--- src/hw/rtl/nlc_pkg.sv ---
// nlc_pkg: word types, character constants and recognizer state encodings
// for the numeric literal classifier; no dependencies

package nlc_pkg;

    typedef struct packed {
        logic [7:0] char_code;
        logic       last_char;
    } in_word_t;

    typedef struct packed {
        logic dec_int;
        logic oct_int;
        logic hex_int;
        logic dec_float;
        logic hex_float;
        logic any_number;
    } out_word_t;

    typedef struct packed {
        logic is_dig;
        logic is_oct;
        logic is_hex;
        logic is_sgn;
        logic is_e;
        logic is_p;
        logic is_x;
        logic is_dot;
        logic is_zero;
    } char_class_t;

    localparam logic [7:0] CH_ZERO  = 8'h30;
    localparam logic [7:0] CH_NINE  = 8'h39;
    localparam logic [7:0] CH_SEVEN = 8'h37;
    localparam logic [7:0] CH_LA    = 8'h61;
    localparam logic [7:0] CH_LF    = 8'h66;
    localparam logic [7:0] CH_UA    = 8'h41;
    localparam logic [7:0] CH_UF    = 8'h46;
    localparam logic [7:0] CH_PLUS  = 8'h2B;
    localparam logic [7:0] CH_MINUS = 8'h2D;
    localparam logic [7:0] CH_DOT   = 8'h2E;
    localparam logic [7:0] CH_LE    = 8'h65;
    localparam logic [7:0] CH_UE    = 8'h45;
    localparam logic [7:0] CH_LP    = 8'h70;
    localparam logic [7:0] CH_UP    = 8'h50;
    localparam logic [7:0] CH_LX    = 8'h78;
    localparam logic [7:0] CH_UX    = 8'h58;

    localparam logic [2:0] CNT_MAX    = 3'd7;
    localparam logic [3:0] HF_MIN_LEN = 4'd5;

    typedef enum logic [2:0] {
        I_START = 3'd0,
        I_SIGN  = 3'd1,
        I_ZERO  = 3'd2,
        I_BODY  = 3'd3,
        I_X     = 3'd4,
        I_DEAD  = 3'd7
    } int_phase_t;

    typedef enum logic [3:0] {
        DF_START = 4'd0,
        DF_SIGN  = 4'd1,
        DF_LDOT  = 4'd2,
        DF_FRAC  = 4'd3,
        DF_INT   = 4'd4,
        DF_TDOT  = 4'd5,
        DF_EXPE  = 4'd6,
        DF_EXPS  = 4'd7,
        DF_EXPD  = 4'd8,
        DF_DEAD  = 4'd15
    } df_phase_t;

    typedef enum logic [3:0] {
        HF_START = 4'd0,
        HF_SIGN  = 4'd1,
        HF_ZERO  = 4'd2,
        HF_X     = 4'd3,
        HF_LDOT  = 4'd4,
        HF_MANT  = 4'd5,
        HF_FRAC  = 4'd6,
        HF_P     = 4'd7,
        HF_PSIGN = 4'd8,
        HF_PDIG  = 4'd9,
        HF_DEAD  = 4'd15
    } hf_phase_t;

endpackage

--- src/hw/rtl/numeric_literal_classifier.sv ---
// numeric_literal_classifier: input register, recognizers, result register
// depends on nlc_pkg, nlc_char_class and nlc_fsm
//
// Usage: a token is sent one character per word on the s_ channel
// (valid/ready), with last_char set on its final character. Each word is
// held in an input register, then run through five recognizers (decimal,
// octal and hex integer, decimal and hex float) in parallel. Only the word
// that carries last_char produces a result word on the m_ channel, with the
// five verdicts and their OR; the recognizers then return to their start
// state for the next token.
// Path: a last character is held in the input register; its verdict is
// then written to the result register. Throughput: one character per
// cycle while s_ready is high; each of the two registers holds one word.
// Stall: while a result waits on m_ready, characters that give no result
// still advance; a further last character waits in the input register and
// s_ready drops until the result register frees up.
// Reset: aresetn low for one edge empties both registers and returns all
// recognizers to their start state.

module numeric_literal_classifier import nlc_pkg::*; (
    input  logic      aclk,
    input  logic      aresetn,
    input  logic      s_valid,
    output logic      s_ready,
    input  in_word_t  s_word,
    output logic      m_valid,
    input  logic      m_ready,
    output out_word_t m_word
);

    logic        in_valid_reg;
    in_word_t    in_word_reg;
    logic        out_valid_reg;
    out_word_t   out_word_reg;
    logic        out_free;
    logic        step;
    char_class_t cls;
    out_word_t   verdict;

    assign out_free = !out_valid_reg || m_ready;
    assign step     = in_valid_reg && (!in_word_reg.last_char || out_free);
    assign s_ready  = !in_valid_reg || step;
    assign m_valid  = out_valid_reg;
    assign m_word   = out_word_reg;

    nlc_char_class u_class (
        .char_code (in_word_reg.char_code),
        .cls       (cls)
    );

    nlc_fsm u_fsm (
        .aclk      (aclk),
        .aresetn   (aresetn),
        .step      (step),
        .last_char (in_word_reg.last_char),
        .cls       (cls),
        .verdict   (verdict)
    );

    always_ff @(posedge aclk) begin
        if (!aresetn) begin
            in_valid_reg <= 1'b0;
        end else if (s_ready) begin
            in_valid_reg <= s_valid;
        end
    end

    always_ff @(posedge aclk) begin
        if (s_valid && s_ready) begin
            in_word_reg <= s_word;
        end
    end

    always_ff @(posedge aclk) begin
        if (!aresetn) begin
            out_valid_reg <= 1'b0;
        end else if (step && in_word_reg.last_char) begin
            out_valid_reg <= 1'b1;
        end else if (m_ready) begin
            out_valid_reg <= 1'b0;
        end
    end

    always_ff @(posedge aclk) begin
        if (step && in_word_reg.last_char) begin
            out_word_reg <= verdict;
        end
    end

endmodule

--- src/hw/rtl/nlc_char_class.sv ---
// nlc_char_class: decodes one character into the classes the recognizers use
// depends on nlc_pkg

module nlc_char_class import nlc_pkg::*; (
    input  logic [7:0]  char_code,
    output char_class_t cls
);

    always_comb begin
        cls.is_dig  = (char_code >= CH_ZERO) && (char_code <= CH_NINE);
        cls.is_oct  = (char_code >= CH_ZERO) && (char_code <= CH_SEVEN);
        cls.is_hex  = cls.is_dig
                      || ((char_code >= CH_LA) && (char_code <= CH_LF))
                      || ((char_code >= CH_UA) && (char_code <= CH_UF));
        cls.is_sgn  = (char_code == CH_PLUS) || (char_code == CH_MINUS);
        cls.is_e    = (char_code == CH_LE) || (char_code == CH_UE);
        cls.is_p    = (char_code == CH_LP) || (char_code == CH_UP);
        cls.is_x    = (char_code == CH_LX) || (char_code == CH_UX);
        cls.is_dot  = (char_code == CH_DOT);
        cls.is_zero = (char_code == CH_ZERO);
    end

endmodule

--- src/hw/rtl/nlc_fsm.sv ---
// nlc_fsm: the five literal recognizers, length count and sign flag
// depends on nlc_pkg; verdicts are taken from the updated state

module nlc_fsm import nlc_pkg::*; (
    input  logic        aclk,
    input  logic        aresetn,
    input  logic        step,
    input  logic        last_char,
    input  char_class_t cls,
    output out_word_t   verdict
);

    int_phase_t dec_int_reg, dec_int_next;
    int_phase_t oct_int_reg, oct_int_next;
    int_phase_t hex_int_reg, hex_int_next;
    df_phase_t  dec_float_reg, dec_float_next;
    hf_phase_t  hex_float_reg, hex_float_next;
    logic [2:0] chars_seen_reg, chars_seen_next;
    logic       signed_prefix_reg, signed_prefix_next;

    // decimal integer
    always_comb begin
        case (dec_int_reg)
            I_START: begin
                if (cls.is_sgn)      dec_int_next = I_SIGN;
                else if (cls.is_zero) dec_int_next = I_ZERO;
                else if (cls.is_dig) dec_int_next = I_BODY;
                else                 dec_int_next = I_DEAD;
            end
            I_SIGN: begin
                if (cls.is_zero)     dec_int_next = I_ZERO;
                else if (cls.is_dig) dec_int_next = I_BODY;
                else                 dec_int_next = I_DEAD;
            end
            I_BODY:  dec_int_next = cls.is_dig ? I_BODY : I_DEAD;
            default: dec_int_next = I_DEAD;
        endcase
    end

    // octal integer
    always_comb begin
        case (oct_int_reg)
            I_START: begin
                if (cls.is_sgn)       oct_int_next = I_SIGN;
                else if (cls.is_zero) oct_int_next = I_ZERO;
                else                  oct_int_next = I_DEAD;
            end
            I_SIGN:  oct_int_next = cls.is_zero ? I_ZERO : I_DEAD;
            I_ZERO,
            I_BODY:  oct_int_next = cls.is_oct ? I_BODY : I_DEAD;
            default: oct_int_next = I_DEAD;
        endcase
    end

    // hexadecimal integer
    always_comb begin
        case (hex_int_reg)
            I_START: begin
                if (cls.is_sgn)       hex_int_next = I_SIGN;
                else if (cls.is_zero) hex_int_next = I_ZERO;
                else                  hex_int_next = I_DEAD;
            end
            I_SIGN:  hex_int_next = cls.is_zero ? I_ZERO : I_DEAD;
            I_ZERO:  hex_int_next = cls.is_x ? I_X : I_DEAD;
            I_X,
            I_BODY:  hex_int_next = cls.is_hex ? I_BODY : I_DEAD;
            default: hex_int_next = I_DEAD;
        endcase
    end

    // decimal float
    always_comb begin
        case (dec_float_reg)
            DF_START: begin
                if (cls.is_sgn)      dec_float_next = DF_SIGN;
                else if (cls.is_dot) dec_float_next = DF_LDOT;
                else if (cls.is_dig) dec_float_next = DF_INT;
                else                 dec_float_next = DF_DEAD;
            end
            DF_SIGN: begin
                if (cls.is_dot)      dec_float_next = DF_LDOT;
                else if (cls.is_dig) dec_float_next = DF_INT;
                else                 dec_float_next = DF_DEAD;
            end
            DF_LDOT: dec_float_next = cls.is_dig ? DF_FRAC : DF_DEAD;
            DF_INT: begin
                if (cls.is_dig)      dec_float_next = DF_INT;
                else if (cls.is_dot) dec_float_next = DF_TDOT;
                else if (cls.is_e)   dec_float_next = DF_EXPE;
                else                 dec_float_next = DF_DEAD;
            end
            DF_TDOT,
            DF_FRAC: begin
                if (cls.is_dig)      dec_float_next = DF_FRAC;
                else if (cls.is_e)   dec_float_next = DF_EXPE;
                else                 dec_float_next = DF_DEAD;
            end
            DF_EXPE: begin
                if (cls.is_sgn)      dec_float_next = DF_EXPS;
                else if (cls.is_dig) dec_float_next = DF_EXPD;
                else                 dec_float_next = DF_DEAD;
            end
            DF_EXPS,
            DF_EXPD: dec_float_next = cls.is_dig ? DF_EXPD : DF_DEAD;
            default: dec_float_next = DF_DEAD;
        endcase
    end

    // hexadecimal float
    always_comb begin
        case (hex_float_reg)
            HF_START: begin
                if (cls.is_sgn)       hex_float_next = HF_SIGN;
                else if (cls.is_zero) hex_float_next = HF_ZERO;
                else                  hex_float_next = HF_DEAD;
            end
            HF_SIGN:  hex_float_next = cls.is_zero ? HF_ZERO : HF_DEAD;
            HF_ZERO:  hex_float_next = cls.is_x ? HF_X : HF_DEAD;
            HF_X: begin
                if (cls.is_dot)      hex_float_next = HF_LDOT;
                else if (cls.is_hex) hex_float_next = HF_MANT;
                else if (cls.is_p)   hex_float_next = HF_P;
                else                 hex_float_next = HF_DEAD;
            end
            HF_LDOT:  hex_float_next = cls.is_hex ? HF_FRAC : HF_DEAD;
            HF_MANT: begin
                if (cls.is_hex)      hex_float_next = HF_MANT;
                else if (cls.is_dot) hex_float_next = HF_FRAC;
                else if (cls.is_p)   hex_float_next = HF_P;
                else                 hex_float_next = HF_DEAD;
            end
            HF_FRAC: begin
                if (cls.is_hex)      hex_float_next = HF_FRAC;
                else if (cls.is_p)   hex_float_next = HF_P;
                else                 hex_float_next = HF_DEAD;
            end
            HF_P: begin
                if (cls.is_sgn)      hex_float_next = HF_PSIGN;
                else if (cls.is_hex) hex_float_next = HF_PDIG;
                else                 hex_float_next = HF_DEAD;
            end
            HF_PSIGN,
            HF_PDIG:  hex_float_next = cls.is_hex ? HF_PDIG : HF_DEAD;
            default:  hex_float_next = HF_DEAD;
        endcase
    end

    // length count and sign flag
    always_comb begin
        signed_prefix_next = (chars_seen_reg == 3'd0) ? cls.is_sgn : signed_prefix_reg;
        chars_seen_next    = (chars_seen_reg == CNT_MAX) ? CNT_MAX : chars_seen_reg + 3'd1;
    end

    // verdicts from the updated state
    always_comb begin
        verdict.dec_int   = (dec_int_next == I_ZERO) || (dec_int_next == I_BODY);
        verdict.oct_int   = (oct_int_next == I_BODY);
        verdict.hex_int   = (hex_int_next == I_BODY);
        verdict.dec_float = (dec_float_next == DF_FRAC) || (dec_float_next == DF_TDOT)
                            || (dec_float_next == DF_EXPD);
        verdict.hex_float = (hex_float_next == HF_PDIG)
                            && ({1'b0, chars_seen_next}
                                >= (HF_MIN_LEN + {3'd0, signed_prefix_next}));
        verdict.any_number = verdict.dec_int | verdict.oct_int | verdict.hex_int
                             | verdict.dec_float | verdict.hex_float;
    end

    always_ff @(posedge aclk) begin
        if (!aresetn || (step && last_char)) begin
            dec_int_reg       <= I_START;
            oct_int_reg       <= I_START;
            hex_int_reg       <= I_START;
            dec_float_reg     <= DF_START;
            hex_float_reg     <= HF_START;
            chars_seen_reg    <= 3'd0;
            signed_prefix_reg <= 1'b0;
        end else if (step) begin
            dec_int_reg       <= dec_int_next;
            oct_int_reg       <= oct_int_next;
            hex_int_reg       <= hex_int_next;
            dec_float_reg     <= dec_float_next;
            hex_float_reg     <= hex_float_next;
            chars_seen_reg    <= chars_seen_next;
            signed_prefix_reg <= signed_prefix_next;
        end
    end

endmodule
--- config.mk ---
export PLATFORM = sky130hd
export DESIGN_NAME = numeric_literal_classifier
export DESIGN_NICKNAME = d
export VERILOG_FILES = /design/src/hw/rtl/nlc_pkg.sv /design/src/hw/rtl/numeric_literal_classifier.sv /design/src/hw/rtl/nlc_char_class.sv /design/src/hw/rtl/nlc_fsm.sv
export SDC_FILE = /design/constraint.sdc
export NUM_CORES = 1
export LEC_CHECK = 0
export ABC_CLOCK_PERIOD_IN_PS = 3910
export CAP_MARGIN = 40
export CELL_PAD_IN_SITES_DETAIL_PLACEMENT = 0
export CELL_PAD_IN_SITES_GLOBAL_PLACEMENT = 2
export CORE_ASPECT_RATIO = 1.4
export CORE_MARGIN = 2
export CORE_UTILIZATION = 32
export DETAILED_ROUTE_END_ITERATION = 8
export DONT_BUFFER_PORTS = 1
export GPL_ROUTABILITY_DRIVEN = 0
export GPL_TIMING_DRIVEN = 0
export HOLD_SLACK_MARGIN = 0.08
export PLACE_DENSITY_LB_ADDON = 0.1
export SYNTH_ARGS = -nofsm -noshare
export SYNTH_HDL_FRONTEND = slang
export SYNTH_SLANG_ARGS = --single-unit
--- constraint.sdc ---
create_clock -name aclk -period 3.91 [get_ports aclk]
set_clock_uncertainty 0.15 [all_clocks]
set_input_delay 0.391 -clock aclk [delete_from_list [all_inputs] [get_ports aclk]]
set_output_delay 0.391 -clock aclk [all_outputs]
set_load 0.005 [all_outputs]
# Yosys cells after proc, flatten, opt, wreduce, memory -nomap -nowiden
# Index checks and enable logic that the tools add are counted.
[word_totals] ff_bits=38 in_bits=13 wordCells=152
[classes] n_addsub=2 order_cmp=8 eq_ne=45 n_mux=39 bitwise_logic=4 n_reduce_logical=37
[op_table] operator="4-bit two-way mux" n=20
[op_table] operator="8-bit by 7-bit equality test with 1-bit output (second input constant)" n=6
[op_table] operator="4-bit by 3-bit equality test with 1-bit output (second input constant)" n=9
[op_table] operator="4-bit case mux with 9 select lines" n=1
[op_table] operator="8-bit by 6-bit equality test with 1-bit output (second input constant)" n=4
[op_table] operator="3-bit two-way mux" n=10
[op_table] operator="4-bit case mux with 7 select lines" n=1
[op_table] operator="3-bit by 2-bit equality test with 1-bit output (second input constant)" n=9
[op_table] operator="4-bit by 2-bit equality test with 1-bit output (second input constant)" n=5
[op_table] operator="4-bit equality test (second input constant)" n=5
[op_table] operator="3-bit case mux with 3 select lines" n=2
[op_table] operator="8-bit by 7-bit greater-or-equal comparator with 1-bit output (second input constant)" n=2
[op_table] operator="8-bit by 6-bit <= comparator with 1-bit output (second input constant)" n=2
[op_table] operator="8-bit by 7-bit <= comparator with 1-bit output (second input constant)" n=2
[op_table] operator="1-bit logical OR" n=13
[op_table] operator="3-bit zero test" n=4
[op_table] operator="3-bit case mux with 4 select lines" n=1
[op_table] operator="2-bit OR reduction" n=5
[op_table] operator="3-bit by 1-bit equality test with 1-bit output (second input constant)" n=3
[op_table] operator="4-bit by 1-bit equality test with 1-bit output (second input constant)" n=2
[op_table] operator="8-bit by 6-bit greater-or-equal comparator with 1-bit output (second input constant)" n=1
[op_table] operator="1-bit logical AND" n=8
[op_table] operator="4-bit zero test" n=2
[op_table] operator="3-bit equality test (second input constant)" n=2
[op_table] operator="other kinds (8)" n=16

# Logic depth before layout (Yosys ltp)
# Gate-level depths: netlist of run 1.
[logic_depth] word_depth=12 depth_mapped=11

# Modules after synthesis
# A second synthesis of run 1 with hierarchy kept.
[hier_totals] cells_unflattened=275 area_unflattened_um2=2384.8
[modules_own_cells] mod="nlc_fsm" instances=1 cells_per_inst=223 area_each_um2=1635.3 seq_area_each_um2=420.4
[modules_own_cells] mod="numeric_literal_classifier" instances=1 cells_per_inst=27 area_each_um2=568.0 seq_area_each_um2=490.5
[modules_own_cells] mod="nlc_char_class" instances=1 cells_per_inst=25 area_each_um2=181.4 seq_area_each_um2=0.0

# Worst setup path before layout of run 1
# Ideal clock, no wire load.
[synth_path] path_type="register -> register" start="reg in_word_reg[7] (netlist name)" end="reg out_word_reg (netlist bit m_word[0]), data pin" t_arrival_ps=2510 t_required_ps=3494 path_slack_ps=984 path_stages_with_launch=10 path_cell_list="edfxtp_1 > or3b_1 > or3_1 > buf_6 > o31a_1 > ha_1 > a21boi_0 > o22ai_1 > nor4_2 > or3b_1"
[synth_rtl] element="start, declared" line="numeric_literal_classifier.sv:32" source="in_word_t in_word_reg;"
[synth_rtl] element="start signal, assigned" line="numeric_literal_classifier.sv:70" source="in_word_reg <= s_word;"
[synth_rtl] element="end signal, assigned" line="numeric_literal_classifier.sv:86" source="out_word_reg <= verdict;"
[synth_rtl] element="end, declared" line="numeric_literal_classifier.sv:34" source="out_word_t out_word_reg;"

==> flow_summary.toml, run 1 <==
[timing]
holdWs_ns = 0.1028
post-route-min-period_ns = 3.263
tightest_slew_ns = 0.7413
worst_slack_ns = 0.6468
setup_violations = 0
rsz0062_at_grt = "no"
fin_crit_sh_pct = 83.46
relSlewSlack_pct = 49.80
fmax_mhz = 306.4
slew_viol_final = 0
finalHoldViolCount = 0
tns_ns = 0

[finish]
fin_cells = 374
regArea_um2 = 910.9
fillers = 759
final_net_count = 295
final_common_cell = "nor2_1"
largest_reg_flops = 9
final_cell_mix = "34 x nor2_1, 23 x dfxtp_1, 16 x a21oi_1"
multi_input_area_mm2 = 0.001220
drive_gt1_share_pct = 6.093
antennaDiodeCount = 0
area_growth_syn_to_layout_pct = 13.86

[route]
met1Wirelength_mm = 2.632
wl_met3_um = 144
drt_iter0_drc = 98
wl_mm = 6.487
dr.max_layer_used = "met4"
wl_met2_mm = 3.561
vias_per_cell = 5.428
dr.pass1.iters = 4
drc = 0
postRouteAntennaNets = 0
wire_per_inst_um = 17.34
vias = 2030

[logic_synthesis]
post-synth-top-area-cell = "dfxtp_1"
synth_top_family_by_area = "simple AND/OR/NAND/NOR gates"
synthTopCellsByArea = "dfxtp_1 20%, edfxtp_1 20%, nor2_1 5.7%"
syn-num-nets = 277
synth-xor-area-share_pct = 0.7795
yosysWarningCount = 0
yosysSeqAreaShare_pct = 40.53
synthFlopType = "dfxtp_1"
synth.cell_area_mm2 = 0.002247
synth-simple-area-share_pct = 27.51
ys_ff_latch = 38
synth_top_cell_area_share_pct = 20.49
synth_adder_area_share_pct = 2.227
avgSynthCellArea_um2 = 8.643
synth_edf_count = 15
yosysUniqueCellTypes = 60
synth-compound-area-share_pct = 22.88
synthMuxAreaShare_pct = 0.8909
synthCells = 260
ys_async_sr_fraction_pct = 0

[clocking]
cts_tree = "yes"
path_clk_slew_ns = 0.08
postCtsSetupBuffers = 0
cts_max_path_buffers = 2
cts.sinks = 38
htreeDepth = 2
cts.repair.resized = 0
clockRootBuffer = "clkbuf_8"
hold_buffers = 10
cts_buffers = 5
clock_latency_ns = 0.29

[worst_setup_path]
reg2reg_setup_slack_ns = 0.65
setup.worst_path.start = "in_word_reg[3]$_DFFE_PP_"
critical_path.max_stage_delay_ns = 0.56
path_max_fanout = 10
reg2regPathDepth = 8
reg2reg_from = "in_word_reg[3]$_DFFE_PP_"
critical_path_class = "flip-flop to flip-flop"
required_ns = 3.80
reg2reg_to = "m_word[0]$_DFFE_PP_"
start_kind = "flip-flop"
end_kind = "flip-flop"
worstPathCellList = "buf_2 > o21ai_2 > nand3_1 > or4_1 > nand4_1 > xor2_1 > mux2i_1 > or3b_1"
crit_arrival_ns = 3.15
crit_slowest_cell = "or4_1"
worstSetupEndpoint = "m_word[0]$_DFFE_PP_"

[grt]
antenna_found_initial = 0
grt_overflow = 0
grt_pass1_vias = 2045
grt_max_degree = 13
grt_pass1_wl_mm = 10.77
grt.total_usage_pct = 18.66

[floorplan]
core_mm2 = 0.006892
dieArea_mm2 = 0.007718
num_rows = 36
initial_core_util_pct = 32.61
die_x_um = 74.83
ios = 21
die_h_um = 103.2

[power_and_ir_drop]
ir_worst_vdd_mv = 0.2029
p_total_w = 0.0009022
cellPowerDensity_mw_per_mm2 = 352.6
p_leak_nw = 0.8938

[hold_path]
hold_path_class = "primary input to flip-flop"
whs_path_depth = 1

[place]
io_buffers = 0
dpl.cell_count = 356
hpwl_mm = 4.836
place_ws_ns = 0.6777

[outcome]
status = "completed"

[run]
drv_cap = 0
Yosys cell counts, types with 2 or more instances:
master    instances
a211oi_1          7
buf_2             3
nand3_1           9
inv_1             9
a21o_1            3
edfxtp_1         15
a31oi_1           8
nor4_1            6
a21boi_0          2
or3b_1            2
a41oi_1           3
a311oi_1          2
nor3_1           10
clkbuf_1         11
nor3b_1           2
and2_1            2
or3_1             6
and3_1            3
dfxtp_1          23
buf_1             3
nor2_1           34
o211ai_1          4
ha_1              4
nand4_1           5
o21ai_0           9
a21oi_1          16
mux2i_1           2
o211a_1           2
nand2_1          14
nor2b_1           7
nand2b_1          5
cell families after synthesis:
family / count (synthesis)
fa+ha+maj: 4
mux: 2
buf+inv: 28
compound gates: 72
xor+xnor: 2
simple gates: 114
flops: 38
power by group:
| group | total (W) | switching, W | internal (W) |
|---|---|---|---|
| sequential | 0.000454 | 0.0000175 | 0.000437 |
| combinational | 0.000177 | 0.000108 | 0.0000692 |
| clock | 0.000271 | 0.000148 | 0.000122 |
| total | 0.000902 | 0.000274 | 0.000628 |
area by class of cell:
class                      count  area share [%]
clock buffer                   5           2.689
buffer                        18           3.081
tap                           95           4.645
inverter                      10           1.467
timing repair buffer          11           4.205
sequential                    38           35.60
multi-input combinational    194           47.68
clock inverter                 3          0.6357
critical path, delay by kind of cell (launching register included):
| family | cells | cell delay (ns) |
|---|---|---|
| buffers and inverters | 1 | 0.21 |
| AO/OA/AOI/OAI | 1 | 0.30 |
| AND/OR/NAND/NOR | 4 | 1.61 |
| flip-flops | 1 | 0.41 |
| XOR/XNOR | 1 | 0.19 |
| multiplexers | 1 | 0.14 |
worst min path at each step:
stage	startpoint	to	slack, ns
final	aresetn	in_valid_reg$_SDFFE_PN0N_	0.10
after global placement	u_fsm.chars_seen_reg[1]$_SDFFE_PP0P_	u_fsm.chars_seen_reg[1]$_SDFFE_PP0P_	0.32
after global routing	aresetn	in_valid_reg$_SDFFE_PN0N_	0.09
after detailed placement	u_fsm.chars_seen_reg[1]$_SDFFE_PP0P_	u_fsm.chars_seen_reg[1]$_SDFFE_PP0P_	0.33
after floorplan	u_fsm.dec_int_reg[1]$_SDFFE_PP0P_	u_fsm.dec_int_reg[1]$_SDFFE_PP0P_	0.30
after CTS	aresetn	in_valid_reg$_SDFFE_PN0N_	0.09
per-stage QoR:
step | utilization (%) | area [µm²]
after CTS | 37.13 | 2559
after global routing | 37.13 | 2559
after global placement | 34.33 | 2366
final | 37.13 | 2559
after detailed placement | 34.44 | 2374
after floorplan | - | 2247
layer usage:
metal	GRT usage, %	up-vias
met5	0	-
met1	21.19	975
met2	34.48	27
li1	-	1016
met4	6.319	0
met3	3.030	12
Power figures use the tool's default switching activity.
==> run 2: changes to the inputs <==
ABC_CLOCK_PERIOD_IN_PS = 2600   (was 3910)
clock period = 2.6 ns   (was 3.91 ns; I/O delays follow)
==> flow_summary.toml, run 2 (synthesis gave the netlist of run 1 again) <==
[power_and_ir_drop]
p_total_w = 0.001401
ir_worst_vdd_mv = 0.2435
cellPowerDensity_mw_per_mm2 = 501.5
p_leak_nw = 0.9970

[worst_setup_path]
cp_top_family = "simple AND/OR/NAND/NOR gates"
crit_arrival_ns = 2.86
crit_slowest_cell = "or3b_4"
critical_path.max_stage_delay_ns = 0.42
path_max_fanout = 3
required_ns = 2.48
worstPathCellList = "or3b_4 > or3_4 > buf_8 > o31a_1 > ha_1 > a21boi_2 > o22ai_2 > nor4_4 > or3b_1"
end_kind = "flip-flop"
worstPathBufferInverterCount = 1
critical_path_class = "flip-flop to flip-flop"
start_kind = "flip-flop"

[grt]
grt.met3_usage_pct = 2.835
grt_overflow = 0
top_usage_layer = "met2"
grt.total_usage_pct = 18.82
grt_util_met2_pct = 33.81
antenna_found_initial = 0
grt_pass1_wl_mm = 10.87
grt_pass1_vias = 2101
grt_max_degree = 13
met1_usage_pct = 21.39

[finish]
area_growth_syn_to_layout_pct = 24.28
fin_area_mm2 = 0.002793
final_cell_mix = "34 x nor2_1, 23 x dfxtp_1, 18 x buf_4"
final_net_count = 312
fin_cells = 391
drive_gt1_share_pct = 15.88
largest_reg_flops = 9
antennaDiodeCount = 0
final_common_cell = "nor2_1"

[route]
drt_iter0_drc = 68
drc = 0
vias_per_cell = 5.437
vias = 2126
wire_per_inst_um = 16.91
dr.pass1.iters = 4
wl_mm = 6.611
postRouteAntennaNets = 0

[clocking]
cts_buffers = 5
htreeDepth = 2
path_clk_slew_ns = 0.08
clockRootBuffer = "clkbuf_8"
cts.sinks = 38
clock_latency_ns = 0.29
cts_tree = "yes"
cts_max_path_buffers = 2

[timing]
worst_slack_ns = -0.3789
relSlewSlack_pct = 58.76
fin_crit_sh_pct = 114.6
rsz0062_at_grt = "yes"
fmax_mhz = 335.7
post-route-min-period_ns = 2.979
finalHoldViolCount = 0
setup_violations = 2
tightest_slew_ns = 0.6186
tns_ns = -0.4655
slew_viol_final = 0

[place]
io_buffers = 0
placed_area_mm2 = 0.002376
place_ws_ns = -0.5944
hpwl_mm = 4.723
dpl.cell_count = 356

[floorplan]
core_mm2 = 0.006892
initial_core_util_pct = 32.61
die_x_um = 74.83
dieArea_mm2 = 0.007718
ios = 21
num_rows = 36
die_h_um = 103.2

[outcome]
violations = "negative setup slack"
status = "finished, violations left"

[run]
drv_cap = 0

[hold_path]
hold_path_class = "primary input to flip-flop"
==> run 2: cell count changes in the layout (fill, tap and decap cells not counted), sizes merged <==
cell	previous run	this run
clkbuf	16	17
dlygate4sd3	10	11
clkinvlp	1	0
buf	8	24
==> run 2: final cells by class <==
cell class / count / area [µm²]
Multi-Input combinational cell: 194 / 1320
Tap cell: 95 / 118.9
Fill cell: 713 / 4099
Clock buffer: 6 / 72.57
Timing Repair Buffer: 28 / 237.7
Buffer: 18 / 85.08
Clock inverter: 2 / 10.01
Sequential cell: 38 / 910.9
Inverter: 10 / 37.54
==> run 2: per-layer routing <==
metal	wire length [µm]	part of all wire [%]	vias to the layer above
met3	126	1.9	16
met5	0	0	-
met4	248	3.8	0
met2	3481	53	36
li1	-	-	1044
met1	2755	42	1030
==> run 2: report_power, final <==
part           internal (W)  total (W)  switching [W]
Sequential         0.000657   0.000682      0.0000245
Combinational      0.000132   0.000315       0.000183
Clock              0.000186   0.000404       0.000218
Total              0.000975    0.00140       0.000426
==> run 2: worst paths after layout <==
check | startpoint | end | slack [ns] | cells past startpoint
max | in_word_reg[7]$_DFFE_PP_ | m_word[0]$_DFFE_PP_ | -0.38 | 9
max reg2reg | in_word_reg[7]$_DFFE_PP_ | m_word[0]$_DFFE_PP_ | -0.38 | 9
min reg2reg | u_fsm.chars_seen_reg[1]$_SDFFE_PP0P_ | u_fsm.chars_seen_reg[1]$_SDFFE_PP0P_ | 0.33 | 2
min | m_ready | m_valid$_SDFFE_PN0P_ | 0.09 | 2
==> run 2: through the flow <==
stage	utilization, %	hold slack (ns)
final	40.52	0.09211
after global routing	40.52	0.09757
after CTS	38.78	0.08819
after detailed placement	34.48	0.2089
after global placement	34.37	0.2089
after floorplan	-	0.2089
==> run 2: repair_timing <==
item	in CTS	in global routing
pin swaps	10	9
hold buffers	11	0
setup endpoints to repair	5	4
gates resized for setup	11	9
hold endpoints to repair	13	0
buffers inserted	7	9
